$ cat config.mk
export PLATFORM = sky130hd
export DESIGN_NAME = sst_cell
export DESIGN_NICKNAME = d
export VERILOG_FILES = /design/src/rtl/sorted_set_table_defines.svh /design/src/rtl/sst_pkg.sv /design/src/rtl/sst_cell.sv
export SDC_FILE = /design/constraint.sdc
export NUM_CORES = 1
export LEC_CHECK = 0
export BUFFER_PORTS_ARGS = -buffer_cell sky130_fd_sc_hd__buf_2
export CAP_MARGIN = 10
export CORE_ASPECT_RATIO = 2
export CORE_MARGIN = 4
export CORE_UTILIZATION = 25
export DETAILED_ROUTE_END_ITERATION = 10
export GPL_TIMING_DRIVEN = 0
export PLACE_DENSITY = 0.56
export SETUP_SLACK_MARGIN = 0.1
export SLEW_MARGIN = 30
export SYNTH_ARGS = -nofsm -noshare
export SYNTH_HDL_FRONTEND = slang
export SYNTH_SLANG_ARGS = --single-unit
$ cat constraint.sdc
create_clock -name clk -period 6.4 [get_ports clk]
set_clock_uncertainty 0.15 [all_clocks]
set_input_delay 0.64 -clock clk [delete_from_list [all_inputs] [get_ports clk]]
set_output_delay 0.64 -clock clk [all_outputs]
set_load 0.05 [all_outputs]
$ cat src/rtl/sorted_set_table_defines.svh
// Assertion macros for the sorted set table.
`ifndef SORTED_SET_TABLE_DEFINES_SVH
`define SORTED_SET_TABLE_DEFINES_SVH

// Concurrent check on clk, off while in reset.
`define SST_ASSERT(label, prop, msg) \
    label: assert property (@(posedge clk) disable iff (!rst_n) prop) else $error(msg);

// Implication check on clk, off while in reset.
`define SST_ASSERT_IMPL(label, ante, cons, msg) \
    `SST_ASSERT(label, (ante) |-> (cons), msg)

`endif

$ cat src/rtl/sst_pkg.sv
// Shared types and constants for the sorted set table.
package sst_pkg;

    localparam int CAPACITY = 64;
    localparam int CNT_W    = $clog2(CAPACITY + 1);
    localparam int GROUP_N  = 8;
    localparam int GROUPS   = (CAPACITY + GROUP_N - 1) / GROUP_N;

    typedef enum logic [1:0] {
        CMD_ADD      = 2'd0,
        CMD_REMOVE   = 2'd1,
        CMD_CONTAINS = 2'd2,
        CMD_RESERVED = 2'd3
    } command_t;

    typedef enum logic [1:0] {
        S_IDLE,
        S_COMPARE,
        S_REDUCE,
        S_APPLY
    } state_t;

    typedef struct packed {
        logic               compare;
        logic               ins;
        logic               del;
        logic signed [31:0] value;
    } cell_ctrl_t;

endpackage

$ cat src/rtl/sst_cell.sv
// One compare-and-shift cell of the sorted element chain.
module sst_cell
    import sst_pkg::*;
(
    input  logic               clk,
    input  logic               rst_n,
    input  cell_ctrl_t         ctrl,
    input  logic               occupied,
    input  logic signed [31:0] left_elem,
    input  logic               left_lt,
    input  logic signed [31:0] right_elem,
    output logic signed [31:0] elem,
    output logic               lt,
    output logic               eq
);

    logic signed [31:0] elem_reg;
    logic signed [31:0] elem_next;
    logic               lt_reg;
    logic               lt_next;
    logic               eq_reg;
    logic               eq_next;

    always_comb
    begin
        lt_next   = lt_reg;
        eq_next   = eq_reg;
        elem_next = elem_reg;
        if (ctrl.compare)
        begin
            lt_next = occupied && (elem_reg < ctrl.value);
            eq_next = occupied && (elem_reg == ctrl.value);
        end
        if (ctrl.ins && !lt_reg)
        begin
            elem_next = left_lt ? ctrl.value : left_elem;
        end
        else if (ctrl.del && !lt_reg)
        begin
            elem_next = right_elem;
        end
    end

    always_ff @(posedge clk or negedge rst_n)
    begin
        if (!rst_n)
        begin
            lt_reg <= 1'b0;
            eq_reg <= 1'b0;
        end
        else
        begin
            lt_reg <= lt_next;
            eq_reg <= eq_next;
        end
    end

    always_ff @(posedge clk)
    begin
        elem_reg <= elem_next;
    end

    assign elem = elem_reg;
    assign lt   = lt_reg;
    assign eq   = eq_reg;

endmodule

==> results.md <==
* Outcome: completed
* Setup TNS at 0 ns
* R2r setup slk at 4.16 ns
* Vias in the first global route at 2,620
* CP Class: primary input to flip-flop
* Via-per-instance ratio at 4.456
* Initial antenna violation count at 0
* Post-synth top area cell: edfxtp_1
* Synth Area in XOR/XNOR at 0%
* Total Wirelength at 7.952 mm
* # nets final at 546
* Post-DRT Antenna Nets at 0
* Yosys warns at 0
* CP arrival at 2.31 ns
* Crit path launch type: primary input
* NetSw at 0.5068 mW
* Synth cell types at 31
* Clk buf depth at 2
* Synth area leaders: edfxtp_1, ha_1, mux2i_1, o21ai_1, nand2_1
* Hold Crit Class: flip-flop to flip-flop
* Int Pwr at 0.6643 mW
* Setup crit start: ctrl[31]
* Slowest Stage Delay on Critical Path at 0.42 ns
* Core ar. at 0.009827 sq mm
* Worst slew pin tran at 0.6369 ns
* Initial core utilization at 25.69%
* Area after DPL at 0.003401 sq mm
* Final WS setup at 4.101 ns
* PD cells at 327.5 mW/mm^2
* Final hold vios at 0
* Largest net degree at the start of global routing at 19
* Share of cells above drive strength 1 at 37.14%
* Worst reg2reg path depth at 6
* HPWL after DPL at 6.738 mm
* Worst r2r src: elem[31]$_DFFE_PP_
* Endpoint, Worst Hold: eq$_DFFE_PN0P_
* Num CTS Buffers at 5
* Clock Power Share at 23.7%
* Mapped Avg Cell Area at 9.457 sq um
* Post-synthesis sequential area ratio at 40.04%
* Total GRT Usage at 13.42%
* Slowest stage cell, crit path: nor4_2
* Pins Over Slew Limit at 0
* Row count at 51
* Adder-cell share of the synthesized area at 15.86%
* DR DRC count at 0
* WP buf/inv at 2
* VDD IR max at 0.1437 mV
* CP required at 6.41 ns
* CTS tree: built
* Leading cell type in the layout, fill and taps excluded: buf_2
* Switch share at 43.28%
* Compound-Gate Fraction of Synth Area at 13.13%
* P&R area growth vs syn at 41.63%
* Post-synth top area share at 38.06%
* DR vias at 2,424
* Layout fillers at 1,071
* Die area at 0.01187 sq mm
* CP delay by family, top: simple AND/OR/NAND/NOR gates
* Worst Hold Depth at 2
* Worst R2R End: lt$_DFFE_PN0P_
* Worst Path Max Fanout at 5
* RePlAce Congestion at 0.7731
* Antenna diodes at 0
* Fmax achieved at 0.4349 GHz
* DR iter-0 viols at 43
* Final instance area at 0.003576 sq mm
* Avg WL per Cell at 14.62 um
* I/O pin total at 137
* First-pass GRT wire length at 12.14 mm
* Crit path cell chain: buf_2, inv_1, ha_1, nand4_2, nor4_2, nand4_1, a21oi_1, o21ai_2
* Setup repair bufs after CTS at 0
* Setup violators final at 0
* Tcrit/Tclk final at 35.93%
* RSZ-0062 raised after global routing: no
* Seq cells post-synth at 34
* Max FFs per register at 32
* Largest family of logic cells by synthesized area: adder cells
* Comb pwr share at 45.8%
* Max cap viols at 0
* CTS H-tree depth at 2
* Mapped Area at 0.002525 sq mm
* Hold Crit Start: eq$_DFFE_PN0P_
* Static Leak at 1.859 nW
* Most frequent cells in the layout: buf_2, nand2_1, inv_1
* Port Buf Inserts at 135
* Total grt overflow at 0
* Sink Count at 34
* Post-route minimum period at 2.299 ns
* Die Wd at 79.06 um
* Simple-gate share of the synthesized area at 11.30%
* Syn Nets at 402
* Worst-path clk slew at 0.06 ns
* PostCTS Resize Cnt at 0
* Clock root cell: clkbuf_16
* Post-synthesis mux area share at 12.69%
* Worst slack at placement at 3.701 ns
* Die height at 150.1 um
* Clk Latency, worst-skew pair at 0.28 ns
* TritonRoute pass-1 iters at 4
* CP Capture Type: flip-flop
* Gate Count Post-Synth at 267
* Slew HR at 57.44%
* Reg power frac at 30.5%
-- what timing repair did --
item / CTS / global route
setup endpoints to repair: 0 / 0
endpoints found under the hold margin: 2 / 0
hold buffers: 1 / 0
-- worst reg2reg max path: cells and delay by family (launching register included) --
family / cells / cell delay, ns
simple gates: 3 / 0.81
flops: 1 / 0.41
fa+ha+maj: 1 / 0.40
compound gates: 2 / 0.34
-- power by group through the flow --
stage | Combinational (mW) | Sequential (mW) | Clock [mW]
3_3_place_gp | 0.524 | 0.365 | 0
2_1_floorplan | 0.181 | 0.554 | 0
3_5_place_dp | 0.544 | 0.364 | 0
5_1_grt | 0.583 | 0.365 | 0.294
4_1_cts | 0.546 | 0.359 | 0.287
6_report | 0.536 | 0.358 | 0.277
-- synth_stat cells (all sizes together) --
cell    number
a211oi       1
a21o         2
a21oi       15
a221o        1
a221oi       1
a41oi        1
and2         1
buf          5
clkbuf       6
dfrtp        2
edfxtp      32
ha          32
inv         35
mux2i       32
nand2       42
nand2b       1
nand3        3
nand4        6
nor2         6
nor2b        1
nor4         2
o211ai       1
o21ai       37
o22ai        1
or2          1
-- final cells by class --
cell class                 count  area [sq um]  area share, %
multi-input combinational    187          1345          37.61
inverter                      35         131.4          3.674
clock buffer                   5         125.1          3.499
sequential                    34          1011          28.27
timing repair buffer         137         713.2          19.94
buffer                        11         45.04          1.260
tap                          132         165.2          4.619
clock inverter                 3         40.04          1.120
-- kinds of logic after synthesis --
family,count (synthesis)
adder cells (fa/ha/maj),32
flip-flops,34
buffers and inverters,46
AND/OR/NAND/NOR,63
multiplexers,32
AO/OA/AOI/OAI,60
-- worst max-delay path by stage --
stage                         to  slack [ns]  depth (start not counted)
6_report          lt$_DFFE_PN0P_        4.10                          8
5_1_grt           lt$_DFFE_PN0P_        3.88                          8
4_1_cts           lt$_DFFE_PN0P_        4.00                          8
3_5_place_dp      lt$_DFFE_PN0P_        3.70                          8
3_3_place_gp   elem[9]$_DFFE_PP_        2.86                          3
2_1_floorplan  elem[0]$_DFFE_PP_        3.79                          2
-- per-layer routing --
metal | track usage [%] | part of all wire [%] | wire [um]
met5 | 0 | 0 | 0
met4 | 6.713 | 2.7 | 212
met3 | 1.856 | 5.2 | 413
met2 | 26.65 | 56 | 4484
met1 | 12.96 | 36 | 2841
-- metrics by stage --
step / utilization [%] / power, mW / cells / hold slack, ns
global route: 36.39 / 1.242 / 544 / 0.4143
global placement: 34.25 / 0.8888 / 534 / 0.2793
finish: 36.39 / 1.171 / 544 / 0.3885
floorplan: - / 0.7344 / 267 / 0.1944
CTS: 36.39 / 1.193 / 544 / 0.3869
detailed placement: 34.61 / 0.9076 / 535 / 0.2828
No activity file was read; power rests on OpenSTA's default activity.
