--- config.mk ---
export PLATFORM = sky130hd
export DESIGN_NAME = sst_match_reduce
export DESIGN_NICKNAME = d
export VERILOG_FILES = /design/src/rtl/sorted_set_table_defines.svh /design/src/rtl/sst_pkg.sv /design/src/rtl/sst_match_reduce.sv
export SDC_FILE = /design/constraint.sdc
export NUM_CORES = 1
export LEC_CHECK = 0
export ABC_AREA = 1
export BUFFER_PORTS_ARGS = -buffer_cell sky130_fd_sc_hd__buf_4
export CAP_MARGIN = 15
export CORE_UTILIZATION = 31
export DETAILED_ROUTE_END_ITERATION = 16
export PLACE_DENSITY = 0.76
export SYNTH_ARGS = -nofsm -noshare
export SYNTH_HDL_FRONTEND = slang
export SYNTH_SLANG_ARGS = --single-unit
--- constraint.sdc ---
create_clock -name clk -period 0.8 [get_ports clk]
set_input_delay 0.16 -clock clk [delete_from_list [all_inputs] [get_ports clk]]
set_output_delay 0.16 -clock clk [all_outputs]
set_load 0.02 [all_outputs]
--- src/rtl/sorted_set_table_defines.svh ---
// Assertion macros for the sorted set table.
`ifndef SORTED_SET_TABLE_DEFINES_SVH
`define SORTED_SET_TABLE_DEFINES_SVH

// Concurrent check on clk, off while in reset.
`define SST_ASSERT(label, prop, msg) \
    label: assert property (@(posedge clk) disable iff (!rst_n) prop) else $error(msg);

// Implication check on clk, off while in reset.
`define SST_ASSERT_IMPL(label, ante, cons, msg) \
    `SST_ASSERT(label, (ante) |-> (cons), msg)

`endif

--- src/rtl/sst_pkg.sv ---
// Shared types and constants for the sorted set table.
package sst_pkg;

    localparam int CAPACITY = 64;
    localparam int CNT_W    = $clog2(CAPACITY + 1);
    localparam int GROUP_N  = 8;
    localparam int GROUPS   = (CAPACITY + GROUP_N - 1) / GROUP_N;

    typedef enum logic [1:0] {
        CMD_ADD      = 2'd0,
        CMD_REMOVE   = 2'd1,
        CMD_CONTAINS = 2'd2,
        CMD_RESERVED = 2'd3
    } command_t;

    typedef enum logic [1:0] {
        S_IDLE,
        S_COMPARE,
        S_REDUCE,
        S_APPLY
    } state_t;

    typedef struct packed {
        logic               compare;
        logic               ins;
        logic               del;
        logic signed [31:0] value;
    } cell_ctrl_t;

endpackage

--- src/rtl/sst_match_reduce.sv ---
// Registered OR tree over the cell match flags.
module sst_match_reduce
    import sst_pkg::*;
(
    input  logic                clk,
    input  logic [CAPACITY-1:0] match,
    output logic                any_match
);

    logic [GROUPS*GROUP_N-1:0] padded;
    logic [GROUPS-1:0]         group_reg;
    logic [GROUPS-1:0]         group_next;

    assign padded = (GROUPS*GROUP_N)'(match);

    always_comb
    begin
        for (int g = 0; g < GROUPS; g++)
        begin
            group_next[g] = |padded[g*GROUP_N +: GROUP_N];
        end
    end

    always_ff @(posedge clk)
    begin
        group_reg <= group_next;
    end

    assign any_match = |group_reg;

endmodule

==> flow_metrics.tcl, run 1 <==
set metrics [dict create \
    yosysSeqAreaShare_pct 24.0 \
    largest_register_ffs 8 \
    dieArea_um2 2340 \
    hold_end "group_reg[1]" \
    slowest_stage "dfxtp_2" \
    fin_total_pwr_mw 1.03 \
    hold_buffers 0 \
    ys_ff_latch 8 \
    numCtsBuffers 3 \
    core_um2 2000 \
    status "finished, violations left" \
    timing.critical_path.fanout_max 1 \
    rsz0062_at_grt "yes" \
    ios 66 \
    post-route-drc-count 0 \
    syn_nets 208 \
    grt-ovfl-total 0 \
    min_from "match[15]" \
    cts-root-buf "clkbuf_4" \
    fp-row-count 16 \
    cts_sinks 8 \
    crit_chain "inv_2, nand2_1, nor2_1, nand2_1, buf_6" \
    cts_tree "done" \
    pre_cts_ws_ns -0.0235 \
    firstDrtPassIters 4 \
    tightest_slew_ns 0.0873 \
    worstSetupStartpointType "register" \
    maxSlewViolCount 0 \
    crit_type "reg2out" \
    yosys.area.top_type "inv_1" \
    fp.dieW_um 48.4 \
    wl_per_cell_um 6.21 \
    period_share_pct 134 \
    synthesis.area_um2 667 \
    ys_warn_count 0 \
    synth.area.top_cells "inv_1, nand2_1, dfxtp_1, nor2_1" \
    drive_above_1_share_pct 35.1 \
    fmax_mhz 931 \
    power_density_nw_per_um2 840 \
    grt_pass1_wl_um 2690 \
    grt_busiest_layer "met2" \
    hpwl_um 1340 \
    vias 867 \
    path_delay_family "flip-flops" \
    violations "setup timing" \
    synthCells 143 \
    setup_violations 1 \
    antenna_found_initial 0 \
    hp-class "in2reg" \
    grt_max_degree 5 \
    critPathCaptureType "output pin" \
    n_antenna_cell 0 \
    cp_data_arrival_time_ns 0.91 \
    async_flop_share_pct 0 \
    ir_worst_vdd_v 0.000418 \
    cpMostUsedCell "nand2_1" \
    drv_cap 0 \
    post-route-min-period_ns 1.07 \
    ant_nets 0 \
    synth_top_area_share_pct 40.5 \
    clockBufferDepth 2 \
    synth_cell_types 4 \
    die_h_um 48.4 \
    worstPathRequired_ns 0.64 \
    synth.most_common_cell "inv_1" \
    area_growth_pct 83.3 \
    drt-vias-per-instance 3.64 \
    drt-total-wl_um 1480 \
    critPathMaxStageDelay_ns 0.31 \
    clkSlewWorstSetupHoldPaths_ns 0.05 \
    met1_usage_pct 14.7 \
    met3_usage_pct 0.314 \
    fin_ws_ns -0.274 \
    synth_flop_cell "dfxtp_1" \
    start_util_pct 33.3 \
    nets 278 \
    final-hold-violation-count 0 \
    first_iter_violations 4 \
    synth_edf_count 0 \
    first_global_vias 817 \
    globalplace.congestion 0.637 \
    synth_commonest_cells "inv_1, nand2_1, nor2_1, dfxtp_1" \
    cp_num_buf_inv 2 \
    gr-usage-met2_pct 27.7 \
    io_buffers 65 \
    avgSynthCellArea_um2 4.66 \
    path_depth 5 \
    track_usage_pct 14.1 \
    p_leak_nw 0.905 \
    cts.htree.levels 1 \
    slew_headroom_pct 94.2 \
    holdPathStages 5 \
]
## area by class of cell
| class | instances | area (um2) |
|---|---|---|
| sequential | 8 | 163 |
| timing repair buffer | 65 | 492 |
| clock buffer | 3 | 22.5 |
| inverter | 72 | 270 |
| fill | 210 | 779 |
| tap | 27 | 33.8 |
| multi-input combinational | 63 | 241 |
## layout by cell type (no fill, tap or decap)
| cell type | count |
|---|---|
| nor2_1 | 17 |
| nand2_1 | 44 |
| dfxtp_2 | 2 |
| buf_4 | 64 |
| nand2_2 | 1 |
| inv_1 | 70 |
| dfxtp_1 | 6 |
| clkbuf_4 | 3 |
| inv_2 | 2 |
| buf_6 | 1 |
| nor2_2 | 1 |
## stage by stage
| step | std cells | TNS (ns) | hold WS, ns | utilization (%) | cell area, um2 |
|---|---|---|---|---|---|
| 2_1_floorplan | 143 | 0 | 0.316 | - | 667 |
| 3_3_place_gp | 235 | -0.0126 | 0.418 | 59.4 | 1190 |
| 3_5_place_dp | 235 | -0.0235 | 0.419 | 59.4 | 1190 |
| 4_1_cts | 238 | -0.284 | 0.160 | 60.7 | 1210 |
| 5_1_grt | 238 | -0.333 | 0.179 | 61.1 | 1220 |
| 6_report | 238 | -0.274 | 0.167 | 61.1 | 1220 |
## what timing repair did
action,4_1_cts,5_1_grt
resized for setup,1,6
setup endpoints to repair,1,1
cloned,0,0
buffers inserted,0,0
pin swaps,0,5
## worst max path at each step
stage / end / slack [ns] / from
global route: any_match / -0.33 / group_reg[7]
global placement: any_match / -0.01 / group_reg[4]
floorplan: any_match / 0.06 / group_reg[0]
finish: any_match / -0.27 / group_reg[6]
CTS: any_match / -0.28 / group_reg[5]
detailed placement: any_match / -0.02 / group_reg[5]
## power by group
group	internal (mW)	total, mW	switching [mW]
sequential	0.401	0.401	0.000358
combinational	0.239	0.342	0.103
clock	0.170	0.284	0.114
total	0.810	1.03	0.218
## per-layer routing
metal | wire, um | vias to the layer above
li1 | - | 494
met4 | 19 | 0
met3 | 106 | 2
met1 | 575 | 331
met5 | 0 | -
met2 | 775 | 40
## cells by family after synthesis
kind of cell  synth area share (%)
flops                         24.0
buf+inv                       40.5
simple gates                  35.5
Power figures use the tool's default switching activity.
==> run 2: changes to the inputs <==
- ABC_AREA: 1 -> 0
- CORE_MARGIN: unset -> 2
- CORE_UTILIZATION: 31 -> 22
- PLACE_DENSITY: 0.76 -> 0.81
==> flow_metrics.tcl, run 2 <==
set metrics [dict create \
    power_density_nw_per_um2 1090 \
    grt_pass1_wl_um 1700 \
    async_flop_share_pct 0 \
    period_share_pct 153 \
    worstSetupStartpointType "register" \
    crit_type "reg2out" \
    globalplace.congestion 0.649 \
    ant_nets 0 \
    finalSetupTns_ns -0.421 \
    finalNonFillerCells 118 \
    holdPathStages 3 \
    synth_commonest_cells "nor4_1, nand2_1, dfxtp_1" \
    synthesis.area_um2 307 \
    core_um2 1300 \
    fp-row-count 13 \
    dieArea_um2 1710 \
    maxSlewViolCount 0 \
    drt-vias-per-instance 4.69 \
    n_antenna_cell 0 \
    tightest_slew_ns 0.266 \
    p_switching_uw 162 \
    min_from "match[54]" \
    setup_violations 1 \
    status "finished, violations left" \
    p_leak_nw 0.417 \
    violations "setup timing" \
    grt_max_degree 5 \
    final-hold-violation-count 0 \
    timing.critical_path.fanout_max 1 \
    antenna_found_initial 0 \
    post-route-drc-count 0 \
    syn_nets 100 \
    pre_cts_ws_ns -0.179 \
    fin_ws_ns -0.421 \
    numCtsBuffers 3 \
    clkSlewWorstSetupHoldPaths_ns 0.05 \
    drive_above_1_share_pct 68.0 \
    first_global_vias 526 \
    worstPathRequired_ns 0.64 \
    final_util_pct 65.8 \
    place_area_um2 813 \
    io_buffers 65 \
    layout_common_cells "buf_4, nor4_1, nand2_1, dfxtp_1, clkbuf_4" \
    cts_setup_buffers 0 \
    clockBufferDepth 2 \
    hpwl_um 1100 \
    slowest_stage "dfxtp_2" \
    fin_area_um2 856 \
    hold_buffers 0 \
    track_usage_pct 16.2 \
    crit_chain "nor4_4, nand2_1, buf_6" \
    cp_num_buf_inv 1 \
    yosys.area.top_type "dfxtp_1" \
    grt-ovfl-total 0 \
    whs_ns 0.0939 \
    yosysSeqAreaShare_pct 52.2 \
    synth.area.top_cells "dfxtp_1, nor4_1, nand2_1" \
    drt-total-wl_um 1220 \
    post-route-min-period_ns 1.22 \
    wl_per_cell_um 10.3 \
    ys_ff_latch 8 \
    vias 553 \
    hold_end "group_reg[6]" \
    cts_tree "done" \
    firstDrtPassIters 2 \
    synth_edf_count 0 \
    cts_sinks 8 \
    start_util_pct 23.6 \
    synthCells 35 \
    synth_flop_cell "dfxtp_1" \
    ir_worst_vdd_v 0.000793 \
    largest_register_ffs 8 \
    final_common_cell "buf_4" \
    synth_top_area_share_pct 52.2 \
    rsz0062_at_grt "yes" \
    avgSynthCellArea_um2 8.76 \
    switching_share_pct 17.3 \
    pwr-share-seq_pct 42.9 \
    nets 170 \
    slew_headroom_pct 82.1 \
    fp.dieW_um 41.3 \
    critPathCaptureType "output pin" \
    first_iter_violations 3 \
    ys_warn_count 0 \
    die_h_um 41.3 \
    synth.most_common_cell "nor4_1" \
    power_frac_clock_pct 30.3 \
    hp-class "in2reg" \
    area_growth_pct 179 \
    synth_cell_types 3 \
    fin_total_pwr_uw 936 \
    p_int_uw 774 \
    dp.cells 115 \
    critPathMaxStageDelay_ns 0.32 \
    fmax_mhz 819 \
    drv_cap 0 \
    cp_data_arrival_time_ns 1.06 \
    cts.htree.levels 1 \
    cts-root-buf "clkbuf_4" \
    ios 66 \
    power_frac_comb_pct 26.8 \
    path_delay_family "simple AND/OR/NAND/NOR gates" \
]
## run 2: cell types whose count changed after synthesis, sizes merged
cell | before | now
nor2 | 18 | 0
nor4 | 0 | 18
nand2 | 45 | 9
inv | 72 | 0
## run 2: cell families (layout without fill, tap and decap cells)
family	after synthesis	count (layout)	share of synthesized area [%]
buf+inv	0	68	0
simple gates	27	27	47.8
flops	8	8	52.2
## run 2: per-layer routing
metal,part of all wire [%],global-route usage (%),wire length (um)
met5,0,0,0
met4,1.2,9.68,15
met3,16,4.79,196
met2,53,35.5,650
met1,29,11.1,353
## run 2: worst max path at each step
stage / endpoint / startpoint / slack (ns) / cells past startpoint
floorplan: any_match / group_reg[1] / -0.06 / 2
CTS: any_match / group_reg[2] / -0.40 / 3
global route: any_match / group_reg[1] / -0.49 / 3
finish: any_match / group_reg[1] / -0.42 / 3
detailed placement: any_match / group_reg[1] / -0.18 / 3
global placement: any_match / group_reg[1] / -0.18 / 3
## run 2: timing repair
action | in CTS | in global routing
gates resized for setup | 2 | 2
endpoints found under the setup margin | 1 | 1
gates cloned | 0 | 0
pin swaps | 1 | 2
## run 2: worst min-delay path: stages
cell     delay, ns
buf_4         0.08
nor4_1        0.03
nand2_1       0.04
## run 2: area by class of cell
type	count	area (um2)
timing repair buffer	65	492
fill	122	445
sequential	8	161
multi-input combinational	27	161
clock buffer	3	22.5
tap	15	18.8
## run 2: power groups by stage
stage	Sequential, mW	Clock, mW	Combinational (mW)
floorplan	0.409	0	0.0151
global placement	0.409	0	0.247
detailed placement	0.409	0	0.253
CTS	0.401	0.295	0.254
global route	0.401	0.328	0.271
finish	0.401	0.284	0.251
